===== config.mk =====
export PLATFORM = sky130hd
export DESIGN_NAME = url_fold_hash_base36
export DESIGN_NICKNAME = d
export VERILOG_FILES = /design/src/ufh36_pkg.sv /design/src/ufh36_ctrl.sv /design/src/ufh36_datapath.sv /design/src/url_fold_hash_base36.sv
export VERILOG_INCLUDE_DIRS = /design/src /design/src/src
export SDC_FILE = /design/constraint.sdc
export NUM_CORES = 1
export LEC_CHECK = 0
export BUFFER_PORTS_ARGS = -buffer_cell sky130_fd_sc_hd__buf_2
export CAP_MARGIN = 15
export CORE_MARGIN = 2
export CORE_UTILIZATION = 58
export DETAILED_ROUTE_END_ITERATION = 16
export HOLD_SLACK_MARGIN = 0.08
export PLACE_DENSITY = 0.73
export RECOVER_POWER = 25
export SYNTH_ARGS = -nofsm -noshare
export SYNTH_HDL_FRONTEND = slang
export SYNTH_SLANG_ARGS = --single-unit

===== constraint.sdc =====
create_clock -name clk_i -period 5.4 [get_ports clk_i]
set_input_delay 1.08 -clock clk_i [delete_from_list [all_inputs] [get_ports clk_i]]
set_output_delay 1.08 -clock clk_i [all_outputs]
set_load 0.05 [all_outputs]

===== src/url_fold_hash_base36_defines.svh =====
// Assertion macros shared by the datapath and top-level RTL files.
`ifndef URL_FOLD_HASH_BASE36_DEFINES_SVH
`define URL_FOLD_HASH_BASE36_DEFINES_SVH
`ifndef SYNTHESIS
// Checked property, disabled while reset is asserted.
`define UFH_ASSERT(lbl, clk, rst_n, prop, msg) \
  lbl: assert property (@(posedge clk) disable iff (!rst_n) prop) else $error(msg);
// Checked property that also holds during reset.
`define UFH_ASSERT_ALWAYS(lbl, clk, prop, msg) \
  lbl: assert property (@(posedge clk) prop) else $error(msg);
`else
`define UFH_ASSERT(lbl, clk, rst_n, prop, msg)
`define UFH_ASSERT_ALWAYS(lbl, clk, prop, msg)
`endif
`endif


===== src/ufh36_pkg.sv =====
package ufh36_pkg;

  localparam int LANES        = 20;
  localparam int DASH_SPACING = 4;
  localparam int MAX_RESULTS  = 24;
  localparam int MOD_BASE     = 36;
  localparam int SALT_LEN     = 20;

  localparam int RES_W  = 6;
  localparam int CHAR_W = 7;
  localparam int LANE_W = (LANES > 1) ? $clog2(LANES) : 1;
  localparam int GRP_W  = (DASH_SPACING > 1) ? $clog2(DASH_SPACING) : 1;
  localparam int CNT_W  = $clog2(MAX_RESULTS + 1);

  localparam logic [CHAR_W-1:0] DASH_CHAR  = 7'h2D;
  localparam logic [CHAR_W-1:0] ZERO_CHAR  = 7'h30;
  localparam logic [CHAR_W-1:0] ALPHA_CHAR = 7'h41;

  // Residues mod 36 of the salt characters, one per lane.
  localparam logic [RES_W-1:0] SALT_RES [SALT_LEN] = '{
    6'd32, 6'd3, 6'd2, 6'd31, 6'd34, 6'd33, 6'd2, 6'd31, 6'd9, 6'd0,
    6'd25, 6'd2, 6'd8, 6'd3, 6'd2, 6'd28, 6'd25, 6'd9, 6'd13, 6'd21
  };

  typedef struct packed {
    logic [CHAR_W-1:0] data_byte;
    logic              byte_present;
    logic              end_of_url;
  } ufh36_in_t;

  typedef struct packed {
    logic [CHAR_W-1:0] hash_char;
    logic              last_char;
    logic              empty_error;
  } ufh36_out_t;

  typedef struct packed {
    logic accum;
    logic load_err;
    logic start_emit;
    logic emit_step;
    logic clear;
  } ufh36_cmd_t;

  typedef struct packed {
    logic seen;
    logic slot_free;
    logic emit_last;
  } ufh36_sts_t;

  typedef enum logic [0:0] {
    ST_IDLE,
    ST_EMIT
  } ufh36_state_e;

  // A 7-bit value reduced mod 36 by a short compare chain.
  function automatic logic [RES_W-1:0] byte_mod36(input logic [CHAR_W-1:0] b);
    logic [CHAR_W-1:0] r;
    if (b >= 7'd108) begin
      r = b - 7'd108;
    end else if (b >= 7'd72) begin
      r = b - 7'd72;
    end else if (b >= 7'd36) begin
      r = b - 7'd36;
    end else begin
      r = b;
    end
    return r[RES_W-1:0];
  endfunction

  function automatic logic [CHAR_W-1:0] digit_char(input logic [RES_W-1:0] r);
    logic [CHAR_W-1:0] c;
    if (r < 6'd10) begin
      c = ZERO_CHAR + {1'b0, r};
    end else begin
      c = ALPHA_CHAR + {1'b0, r} - 7'd10;
    end
    return c;
  endfunction

endpackage


===== src/ufh36_ctrl.sv =====
module ufh36_ctrl import ufh36_pkg::*; (
  input  logic       clk_i,
  input  logic       rst_ni,
  input  logic       in_valid_i,
  output logic       in_ready_o,
  input  logic       byte_present_i,
  input  logic       end_of_url_i,
  input  ufh36_sts_t sts_i,
  output ufh36_cmd_t cmd_o
);

  ufh36_state_e state_q, state_d;
  logic         in_xfer;
  logic         any_byte;

  // Only meaningful in ST_IDLE, the one state that raises in_ready_o.
  assign in_xfer  = in_valid_i && sts_i.slot_free;
  assign any_byte = sts_i.seen || byte_present_i;

  always_ff @(posedge clk_i or negedge rst_ni) begin
    if (!rst_ni) begin
      state_q <= ST_IDLE;
    end else begin
      state_q <= state_d;
    end
  end

  always_comb begin
    state_d = state_q;
    case (state_q)
      ST_IDLE: begin
        if (in_xfer && end_of_url_i && any_byte) begin
          state_d = ST_EMIT;
        end
      end
      ST_EMIT: begin
        if (sts_i.slot_free && sts_i.emit_last) begin
          state_d = ST_IDLE;
        end
      end
      default: state_d = ST_IDLE;
    endcase
  end

  always_comb begin
    in_ready_o = 1'b0;
    cmd_o      = '0;
    case (state_q)
      ST_IDLE: begin
        // An end transfer may load the error result, so the output slot must be free.
        in_ready_o       = sts_i.slot_free;
        cmd_o.accum      = in_xfer && byte_present_i;
        cmd_o.start_emit = in_xfer && end_of_url_i && any_byte;
        cmd_o.load_err   = in_xfer && end_of_url_i && !any_byte;
        cmd_o.clear      = in_xfer && end_of_url_i && !any_byte;
      end
      ST_EMIT: begin
        cmd_o.emit_step = sts_i.slot_free;
        cmd_o.clear     = sts_i.slot_free && sts_i.emit_last;
      end
      default: begin
        in_ready_o = 1'b0;
        cmd_o      = '0;
      end
    endcase
  end

endmodule


===== src/ufh36_datapath.sv =====
`include "url_fold_hash_base36_defines.svh"

module ufh36_datapath import ufh36_pkg::*; (
  input  logic              clk_i,
  input  logic              rst_ni,
  input  logic [CHAR_W-1:0] data_byte_i,
  input  ufh36_cmd_t        cmd_i,
  output ufh36_sts_t        sts_o,
  output logic              out_valid_o,
  input  logic              out_ready_i,
  output ufh36_out_t        out_data_o
);

  logic [RES_W-1:0]  lanes_q [LANES];
  logic [LANE_W-1:0] lane_idx_q;
  logic              seen_q;

  logic [LANE_W-1:0] emit_lane_q;
  logic [GRP_W-1:0]  grp_q;
  logic              dash_q;
  logic [CNT_W-1:0]  cnt_q;

  logic              out_valid_q;
  ufh36_out_t        out_q;

  logic [LANE_W-1:0] rd_addr;
  logic [RES_W-1:0]  rd_data;
  logic [RES_W:0]    sum;
  logic [RES_W-1:0]  acc_res;
  logic              lane_end;
  logic              grp_end;
  logic              emit_last;
  logic [CNT_W-1:0]  cnt_inc;
  ufh36_out_t        emit_item;

  // Accumulation and readout never overlap, so the lanes share one read port.
  assign rd_addr = cmd_i.emit_step ? emit_lane_q : lane_idx_q;
  assign rd_data = lanes_q[rd_addr];

  assign sum     = {1'b0, rd_data} + {1'b0, byte_mod36(data_byte_i)};
  assign acc_res = (sum >= 7'(MOD_BASE)) ? RES_W'(sum - 7'(MOD_BASE)) : sum[RES_W-1:0];

  assign lane_end  = (emit_lane_q == LANE_W'(LANES - 1));
  assign grp_end   = (grp_q == GRP_W'(DASH_SPACING - 1));
  assign cnt_inc   = cnt_q + 1'b1;
  assign emit_last = (cnt_inc == CNT_W'(MAX_RESULTS)) || (!dash_q && lane_end);

  always_comb begin
    emit_item.hash_char   = dash_q ? DASH_CHAR : digit_char(rd_data);
    emit_item.last_char   = emit_last;
    emit_item.empty_error = 1'b0;
  end

  always_ff @(posedge clk_i or negedge rst_ni) begin
    if (!rst_ni) begin
      for (int i = 0; i < LANES; i++) begin
        lanes_q[i] <= SALT_RES[i];
      end
      lane_idx_q <= '0;
      seen_q     <= 1'b0;
    end else if (cmd_i.clear) begin
      for (int i = 0; i < LANES; i++) begin
        lanes_q[i] <= SALT_RES[i];
      end
      lane_idx_q <= '0;
      seen_q     <= 1'b0;
    end else if (cmd_i.accum) begin
      lanes_q[lane_idx_q] <= acc_res;
      lane_idx_q <= (lane_idx_q == LANE_W'(LANES - 1)) ? '0 : lane_idx_q + 1'b1;
      seen_q     <= 1'b1;
    end
  end

  always_ff @(posedge clk_i or negedge rst_ni) begin
    if (!rst_ni) begin
      emit_lane_q <= '0;
      grp_q       <= '0;
      dash_q      <= 1'b0;
      cnt_q       <= '0;
    end else if (cmd_i.start_emit) begin
      emit_lane_q <= '0;
      grp_q       <= '0;
      dash_q      <= 1'b0;
      cnt_q       <= '0;
    end else if (cmd_i.emit_step) begin
      cnt_q <= cnt_inc;
      if (dash_q) begin
        dash_q <= 1'b0;
      end else begin
        emit_lane_q <= lane_end ? '0 : emit_lane_q + 1'b1;
        grp_q       <= grp_end ? '0 : grp_q + 1'b1;
        // A dash goes in front of every lane that opens a new group.
        dash_q      <= grp_end && !lane_end;
      end
    end
  end

  always_ff @(posedge clk_i or negedge rst_ni) begin
    if (!rst_ni) begin
      out_valid_q <= 1'b0;
    end else if (cmd_i.load_err || cmd_i.emit_step) begin
      out_valid_q <= 1'b1;
    end else if (out_ready_i) begin
      out_valid_q <= 1'b0;
    end
  end

  always_ff @(posedge clk_i) begin
    if (cmd_i.load_err) begin
      out_q.hash_char   <= '0;
      out_q.last_char   <= 1'b1;
      out_q.empty_error <= 1'b1;
    end else if (cmd_i.emit_step) begin
      out_q <= emit_item;
    end
  end

  assign sts_o.seen      = seen_q;
  assign sts_o.slot_free = !out_valid_q || out_ready_i;
  assign sts_o.emit_last = emit_last;

  assign out_valid_o = out_valid_q;
  assign out_data_o  = out_q;

  `UFH_ASSERT(a_last_clears, clk_i, rst_ni, cmd_i.emit_step && emit_last |=> (lane_idx_q == '0) && !seen_q, "lanes not restored after digest")
  `UFH_ASSERT(a_no_double_dash, clk_i, rst_ni, cmd_i.emit_step && dash_q |=> !dash_q, "two dashes in a row")
  `UFH_ASSERT(a_cnt_bound, clk_i, rst_ni, cmd_i.emit_step |-> (cnt_q < CNT_W'(MAX_RESULTS)), "digest longer than the result limit")
  `UFH_ASSERT(a_err_item, clk_i, rst_ni, cmd_i.load_err |=> out_valid_q && out_q.empty_error && out_q.last_char, "error result not loaded")
  `UFH_ASSERT_ALWAYS(a_lane_range, clk_i, !rst_ni || ((lane_idx_q < LANE_W'(LANES)) && (emit_lane_q < LANE_W'(LANES))), "lane pointer out of range")

endmodule


===== src/url_fold_hash_base36.sv =====
// Byte transfers: one per cycle while in_ready_o is high, each folded into its lane register.
// End transfer: the block enters ST_EMIT, and the first character is loaded into the output
// register once the slot frees; a digest is 24 results, one per cycle while the slot is free.
// A new input is taken once the last result of a digest has been loaded and its slot frees.
// Reset (rst_ni low, asynchronous) restores every lane to its salt residue at once.

`include "url_fold_hash_base36_defines.svh"

module url_fold_hash_base36 import ufh36_pkg::*; (
  input  logic       clk_i,
  input  logic       rst_ni,
  input  logic       in_valid_i,
  output logic       in_ready_o,
  input  ufh36_in_t  in_data_i,
  output logic       out_valid_o,
  input  logic       out_ready_i,
  output ufh36_out_t out_data_o
);

  ufh36_cmd_t cmd;
  ufh36_sts_t sts;

  ufh36_ctrl u_ctrl (
    .clk_i          (clk_i),
    .rst_ni         (rst_ni),
    .in_valid_i     (in_valid_i),
    .in_ready_o     (in_ready_o),
    .byte_present_i (in_data_i.byte_present),
    .end_of_url_i   (in_data_i.end_of_url),
    .sts_i          (sts),
    .cmd_o          (cmd)
  );

  ufh36_datapath u_datapath (
    .clk_i       (clk_i),
    .rst_ni      (rst_ni),
    .data_byte_i (in_data_i.data_byte),
    .cmd_i       (cmd),
    .sts_o       (sts),
    .out_valid_o (out_valid_o),
    .out_ready_i (out_ready_i),
    .out_data_o  (out_data_o)
  );

  `UFH_ASSERT(a_busy_no_input, clk_i, rst_ni, cmd.emit_step |-> !in_ready_o, "input taken during a digest")
  `UFH_ASSERT(a_one_load, clk_i, rst_ni, !(cmd.load_err && (cmd.start_emit || cmd.emit_step)), "conflicting result loads")

endmodule


==> results.json, run 1 <==
{
  "clock_insertion_delay_worst_skew_ns": 0.44,
  "cts_root_buf": "clkbuf_16",
  "timing.fmax_mhz": 195,
  "grt_usage_pct": 32.4,
  "seqCellArea_um2": 3760,
  "post-synth-top-area-cell": "dfrtp_1",
  "postCtsSetupRepairBufs": 0,
  "vias": 7447,
  "path_class": "in -> reg",
  "start_util_pct": 59.7,
  "synth_most_common_cell": "nand3_1",
  "ios": 24,
  "cp.required_ns": 5.77,
  "relSlewSlack_pct": -65.2,
  "setup_violations": 0,
  "synth_edf_count": 0,
  "path_cells": "buf_2 > nand2b_1 > buf_4 > nand2_2 > a31oi_1 > buf_4 > o211ai_1 > a31oi_1 > a31o_2 > ha_1 > inv_1 > fa_1 > inv_1 > a21oi_1 > o21ai_0 > xor2_1 > nor3_1 > o21ai_0 > a21oi_1 > nor2b_1 > xnor2_1 > buf_4 > buf_4 > a21oi_1",
  "avgSynthCellArea_um2": 8.98,
  "ys_warn_count": 0,
  "stdcell_area_um2": 9420,
  "rows": 43,
  "ys_async_sr_fraction_pct": 94.0,
  "grt_max_degree": 101,
  "synth_area_um2": 8350,
  "place_area_um2": 8810,
  "fin_nets": 987,
  "drive_above_1_share_pct": 18.5,
  "fin_crit_ns": 5.12,
  "combinationalPowerShare_pct": 59.6,
  "path_max_fanout": 19,
  "post-place-ws_ns": -0.0741,
  "syn_nets": 967,
  "slew_viol_final": 101,
  "viasPerCell": 6.52,
  "gp_congestion": 0.908,
  "slowest_delay_ns": 0.38,
  "cts_hold_buf": 0,
  "path_delay_family": "compound AO/OA/AOI/OAI gates",
  "p_clk_share_pct": 16.5,
  "power_switching_w": 0.00345,
  "drtIter0Drc": 812,
  "overflow": 0,
  "die_width_um": 124,
  "multi_input_area_um2": 4180,
  "slowest_stage": "fa_1",
  "grt_pass1_wl_um": 37400,
  "p_per_area_nw_per_um2": 788,
  "worst_slack_ns": 0.281,
  "netlist_top_cells_area": "dfrtp_1 29%, dfstp_2 14%, nand3_1 6.8%",
  "start_kind": "input pin",
  "hpwl_um": 16500,
  "cp_common_cell": "buf_4",
  "numCtsBuffers": 17,
  "cts_resized": 0,
  "dieHeight_um": 124,
  "htreeDepth": 4,
  "drt_wl_total_um": 23700,
  "worst-path-buf-inv": 7,
  "grt_setup_unrepaired": "no",
  "grt_pass1_vias": 7042,
  "syn_to_final_growth_pct": 12.8,
  "crit_path_end_kind": "flop",
  "diodes": 0,
  "p_sw_share_pct": 46.5,
  "clock_sinks": 150,
  "synth.top_cell.area_share_pct": 29.4,
  "worstMarginPinSlew_ns": 2.48,
  "yosys-top-cells-count": "113 x nand3_1, 108 x o21ai_0, 98 x dfrtp_1",
  "seq_area_frac_synth_pct": 45.0,
  "cts_tree": "yes",
  "synth_ff_type": "dfrtp_1",
  "fp.dieArea_um2": 15400,
  "timing.max_cap.violations": 1,
  "p_int_w": 0.00398,
  "portBuffers": 23,
  "outcome": "finished with violations",
  "wl_per_cell_um": 20.7,
  "fin_crit_sh_pct": 94.8,
  "final_hold_viol_count": 0,
  "drcViolationCount": 0,
  "core-area_um2": 14000,
  "leakage_nw": 4.19,
  "ys_types": 68,
  "cts_buffer_depth": 2,
  "failed_checks": "max-capacitance violations, max-slew violations",
  "clk_pin_slew_ns": 0.06,
  "ant_nets": 0,
  "irDropWorstVdd_uv": 942,
  "ys_ff_latch": 150,
  "antenna_found_initial": 0,
  "synth_cells": 930,
  "sequentialPowerShare_pct": 23.9,
  "crit_arrival_ns": 5.49,
  "hold_path_class": "reg -> reg",
  "fin_skew_ns": 0.0101,
  "fillers": 1134,
  "first_pass_iters": 6
}
[cells by family after synthesis]
logic type / Yosys count / synth area share (%)
muxes: 39 / 5.78
buffers and inverters: 101 / 5.15
and+or+nand+nor: 332 / 19.2
xor gates and xnor gates: 14 / 1.47
adders and majority gates: 24 / 3.69
DFF: 150 / 45.0
AOI/OAI and AO/OA: 270 / 19.7
[cells in the final DEF (no fill, tap or decap), types with 5 or more instances in the layout]
cell type / count
nand3_1: 113
o21ai_0: 108
dfrtp_1: 98
nand2_1: 77
a21oi_1: 66
buf_4: 50
nor2_1: 46
dfstp_2: 43
nor3_1: 35
mux2i_1: 28
and3_1: 27
inv_1: 24
a211oi_1: 24
ha_1: 23
buf_2: 22
clkbuf_16: 17
and2_1: 10
a21o_1: 9
xnor2_1: 9
dfxtp_1: 9
mux4_2: 7
a31oi_1: 6
o22ai_1: 6
nand2b_1: 5
a311oi_1: 5
o21a_1: 5
xor2_1: 5
[worst reg2reg max path, delay by kind of cell, from the launching register on]
family	cells	cell delay (ns)
DFF	1	0.73
adders and majority gates	2	0.57
and+or+nand+nor	3	0.39
buffers and inverters	6	0.84
xor gates and xnor gates	2	0.27
AOI/OAI and AO/OA	9	1.99
[power groups by stage]
stage                     sequential, W  combinational (W)  clock, W
after floorplan                 0.00177            0.00262         0
after global placement          0.00177            0.00422         0
after detailed placement        0.00178            0.00433         0
after CTS                       0.00177            0.00436   0.00122
after global routing            0.00181            0.00479   0.00128
final                           0.00178            0.00442   0.00122
[worst paths after layout]
check / start / endpoint / slack (ns) / cells past startpoint
max reg2reg: u_datapath.lane_idx_q[0] / u_datapath.lanes_q[22] / 0.54 / 22
min reg2reg: u_datapath.out_data_o[0] / u_datapath.out_data_o[0] / 0.45 / 2
min: u_datapath.out_data_o[0] / u_datapath.out_data_o[0] / 0.45 / 2
min in group asynchronous: rst_ni / u_datapath.lanes_q[67] / 1.40 / 1
max: out_ready_i / u_datapath.lanes_q[22] / 0.28 / 24
max in group asynchronous: rst_ni / u_datapath.lanes_q[98] / 2.37 / 2
[sequential cells by signal (all words and copies together), names as in the netlist, 2 cells and up]
name / count
u_datapath.lane_idx_q: 5
u_datapath.grp_q: 2
u_datapath.lanes_q: 120
u_datapath.out_data_o: 9
u_datapath.emit_lane_q: 5
u_datapath.cnt_q: 5
[routing by layer]
metal,share of wire (%),up-vias,GRT usage (%),wire length [um]
met4,3.2,0,14.5,763
met3,8.1,68,7.01,1920
met1,42,3621,44.4,9990
li1,-,3396,-,-
met2,47,362,49.6,11000
met5,0,-,0,0
[through the flow]
step           util (%)  std cells  power, W  TNS, ns  hold slack (ns)
3_3_place_gp       63.0       1110   0.00598        0            0.428
5_1_grt            67.3       1143   0.00789        0            0.464
6_report           67.3       1143   0.00742        0            0.446
2_1_floorplan         -        930   0.00439        0            0.460
3_5_place_dp       63.0       1110   0.00611    -1.28            0.437
4_1_cts            67.3       1142   0.00735        0            0.448
[layout make-up]
class | instances | area share (%)
Clock buffer | 18 | 4.56
Clock inverter | 14 | 1.83
Tap cell | 180 | 2.39
Inverter | 25 | 0.996
Timing Repair Buffer | 77 | 5.92
Multi-Input combinational cell | 679 | 44.4
Sequential cell | 150 | 39.9
(Power assumes the default switching activity.)
==> inputs of run 2 (changes only) <==
CORE_UTILIZATION = 60   (was 58)
CTS_BUF_LIST = sky130_fd_sc_hd__clkbuf_4 sky130_fd_sc_hd__clkbuf_8   (was default)
PLACE_DENSITY = 0.75   (was 0.73)
clock period = 4.8 ns   (was 5.4 ns; I/O delays follow)
==> results.json, run 2 (synthesis results as in run 1) <==
{
  "outcome": "finished with violations",
  "failed_checks": "max-capacitance violations, max-slew violations",
  "core-area_um2": 13700,
  "vias": 7523,
  "path_cells": "buf_2 > and2b_1 > buf_4 > nor4b_1 > a31oi_1 > a211oi_2 > a2111oi_4 > buf_4 > or2_2 > ha_1 > a21o_1 > a21oi_1 > xnor2_1 > inv_1 > ha_1 > nand2_1 > o21ai_0 > a21oi_2 > nor2b_1 > xnor2_1 > buf_6 > buf_4 > a21oi_1",
  "timing.max_cap.violations": 1,
  "grt_pass1_wl_um": 38600,
  "stdcell_area_um2": 9620,
  "fin_skew_ns": 0.00838,
  "cts_hold_buf": 0,
  "clk_pin_slew_ns": 0.09,
  "setup_violations": 0,
  "fp.dieArea_um2": 14900,
  "path_max_fanout": 19,
  "drt_wl_total_um": 24400,
  "post-place-ws_ns": -0.571,
  "slowest_delay_ns": 0.33,
  "start_kind": "input pin",
  "rows": 43,
  "numCtsBuffers": 17,
  "viasPerCell": 6.41,
  "grt_max_degree": 79,
  "grt_usage_pct": 34.3,
  "overflow": 0,
  "power_switching_w": 0.00398,
  "largest_reg_flops": 120,
  "postLayoutCoreUtil_pct": 70.2,
  "cts_root_buf": "clkbuf_8",
  "crit_path_end_kind": "flop",
  "place_area_um2": 9140,
  "timing.fmax_mhz": 217,
  "final_hold_viol_count": 0,
  "drtIter0Drc": 831,
  "slowest_stage": "nor4b_1",
  "finalPower_w": 0.00843,
  "sequentialPowerShare_pct": 23.6,
  "clock_sinks": 150,
  "p_int_w": 0.00445,
  "fin_nets": 1018,
  "clock_insertion_delay_worst_skew_ns": 0.48,
  "htreeDepth": 4,
  "dieHeight_um": 122,
  "cts_buffer_depth": 2,
  "final_cell_mix": "113 x nand3_1, 107 x o21ai_0, 97 x dfrtp_1",
  "drcViolationCount": 0,
  "cp_common_cell": "buf_4",
  "grt_pass1_vias": 7166,
  "path_class": "in -> reg",
  "worstMarginPinSlew_ns": 3.42,
  "gp_congestion": 0.953,
  "diodes": 0,
  "fin_crit_sh_pct": 96.1,
  "layout_commonest_cell": "nand3_1",
  "ios": 24,
  "wl_per_cell_um": 20.8,
  "syn_to_final_growth_pct": 15.2,
  "relSlewSlack_pct": -128,
  "cts_tree": "yes",
  "portBuffers": 23,
  "hold_path_class": "reg -> reg",
  "fillers": 1084,
  "first_pass_iters": 5,
  "path_delay_family": "compound AO/OA/AOI/OAI gates",
  "die_width_um": 122,
  "p_per_area_nw_per_um2": 876,
  "irDropWorstVdd_uv": 1150,
  "antenna_found_initial": 0,
  "worst-path-buf-inv": 6,
  "leakage_nw": 4.29,
  "hpwl_um": 17200,
  "combinationalPowerShare_pct": 63.9,
  "p_sw_share_pct": 47.2,
  "worst_hold_slack_ns": 0.449,
  "crit_arrival_ns": 5.02,
  "largest-register": "u_datapath.lanes_q",
  "fin_crit_ns": 4.61,
  "cp.required_ns": 5.21,
  "worst_slack_ns": 0.186,
  "slew_viol_final": 79,
  "ant_nets": 0,
  "drive_above_1_share_pct": 22.1,
  "start_util_pct": 60.9,
  "p_clk_share_pct": 12.5
}
==> run 2: power groups by stage <==
stage	registers (W)	logic, W	clock network [W]
floorplan	0.00199	0.00302	0
global placement	0.00197	0.00503	0
CTS	0.00197	0.00523	0.00107
finish	0.00199	0.00538	0.00106
global route	0.00202	0.00579	0.00112
detailed placement	0.00200	0.00519	0
==> run 2: worst paths after layout <==
kind | start | end | slack (ns) | cells after the start
worst max-delay path | out_ready_i | u_datapath.lanes_q[22] | 0.19 | 23
worst min register to register | u_datapath.out_data_o[0] | u_datapath.out_data_o[0] | 0.45 | 2
max in group asynchronous | rst_ni | u_datapath.lanes_q[16] | 1.10 | 1
worst max register to register | u_datapath.lane_idx_q[1] | u_datapath.lanes_q[22] | 0.26 | 23
min in group asynchronous | rst_ni | u_datapath.lanes_q[48] | 1.79 | 1
worst min-delay path | u_datapath.out_data_o[0] | u_datapath.out_data_o[0] | 0.45 | 2
==> run 2: what timing repair did <==
action,CTS,global route
setup buffers,0,0
endpoints found under the setup margin,42,79
pin swaps,0,0
resized for setup,1,11
==> run 2: per-layer routing <==
layer / GRT usage, % / wire length (um) / vias to the layer above
li1: - / - / 3456
met1: 46.4 / 10100 / 3702
met2: 54.8 / 11800 / 315
met3: 7.49 / 1900 / 50
met4: 12.1 / 585 / 0
met5: 0 / 0 / -
==> run 2: stage by stage <==
stage | cells | TNS, ns
after floorplan | 930 | 0
after global placement | 1142 | -34.44
after detailed placement | 1142 | -37.10
after CTS | 1174 | 0
after global routing | 1174 | -1.25
final | 1174 | 0
==> run 2: tightest hold or removal path, cell delays in order, from the launching register on <==
cell and delay, ns:
dfxtp_1 0.32, nand2_1 0.05, nand2_1 0.04
==> run 2: layout make-up <==
class,instances,area [um2],area share (%)
Clock buffer,19,262,2.72
Clock inverter,13,169,1.76
Inverter,25,93.8,0.975
Multi-Input combinational cell,679,4240,44.0
Sequential cell,150,3760,39.1
Tap cell,180,225,2.34
Timing Repair Buffer,108,873,9.07
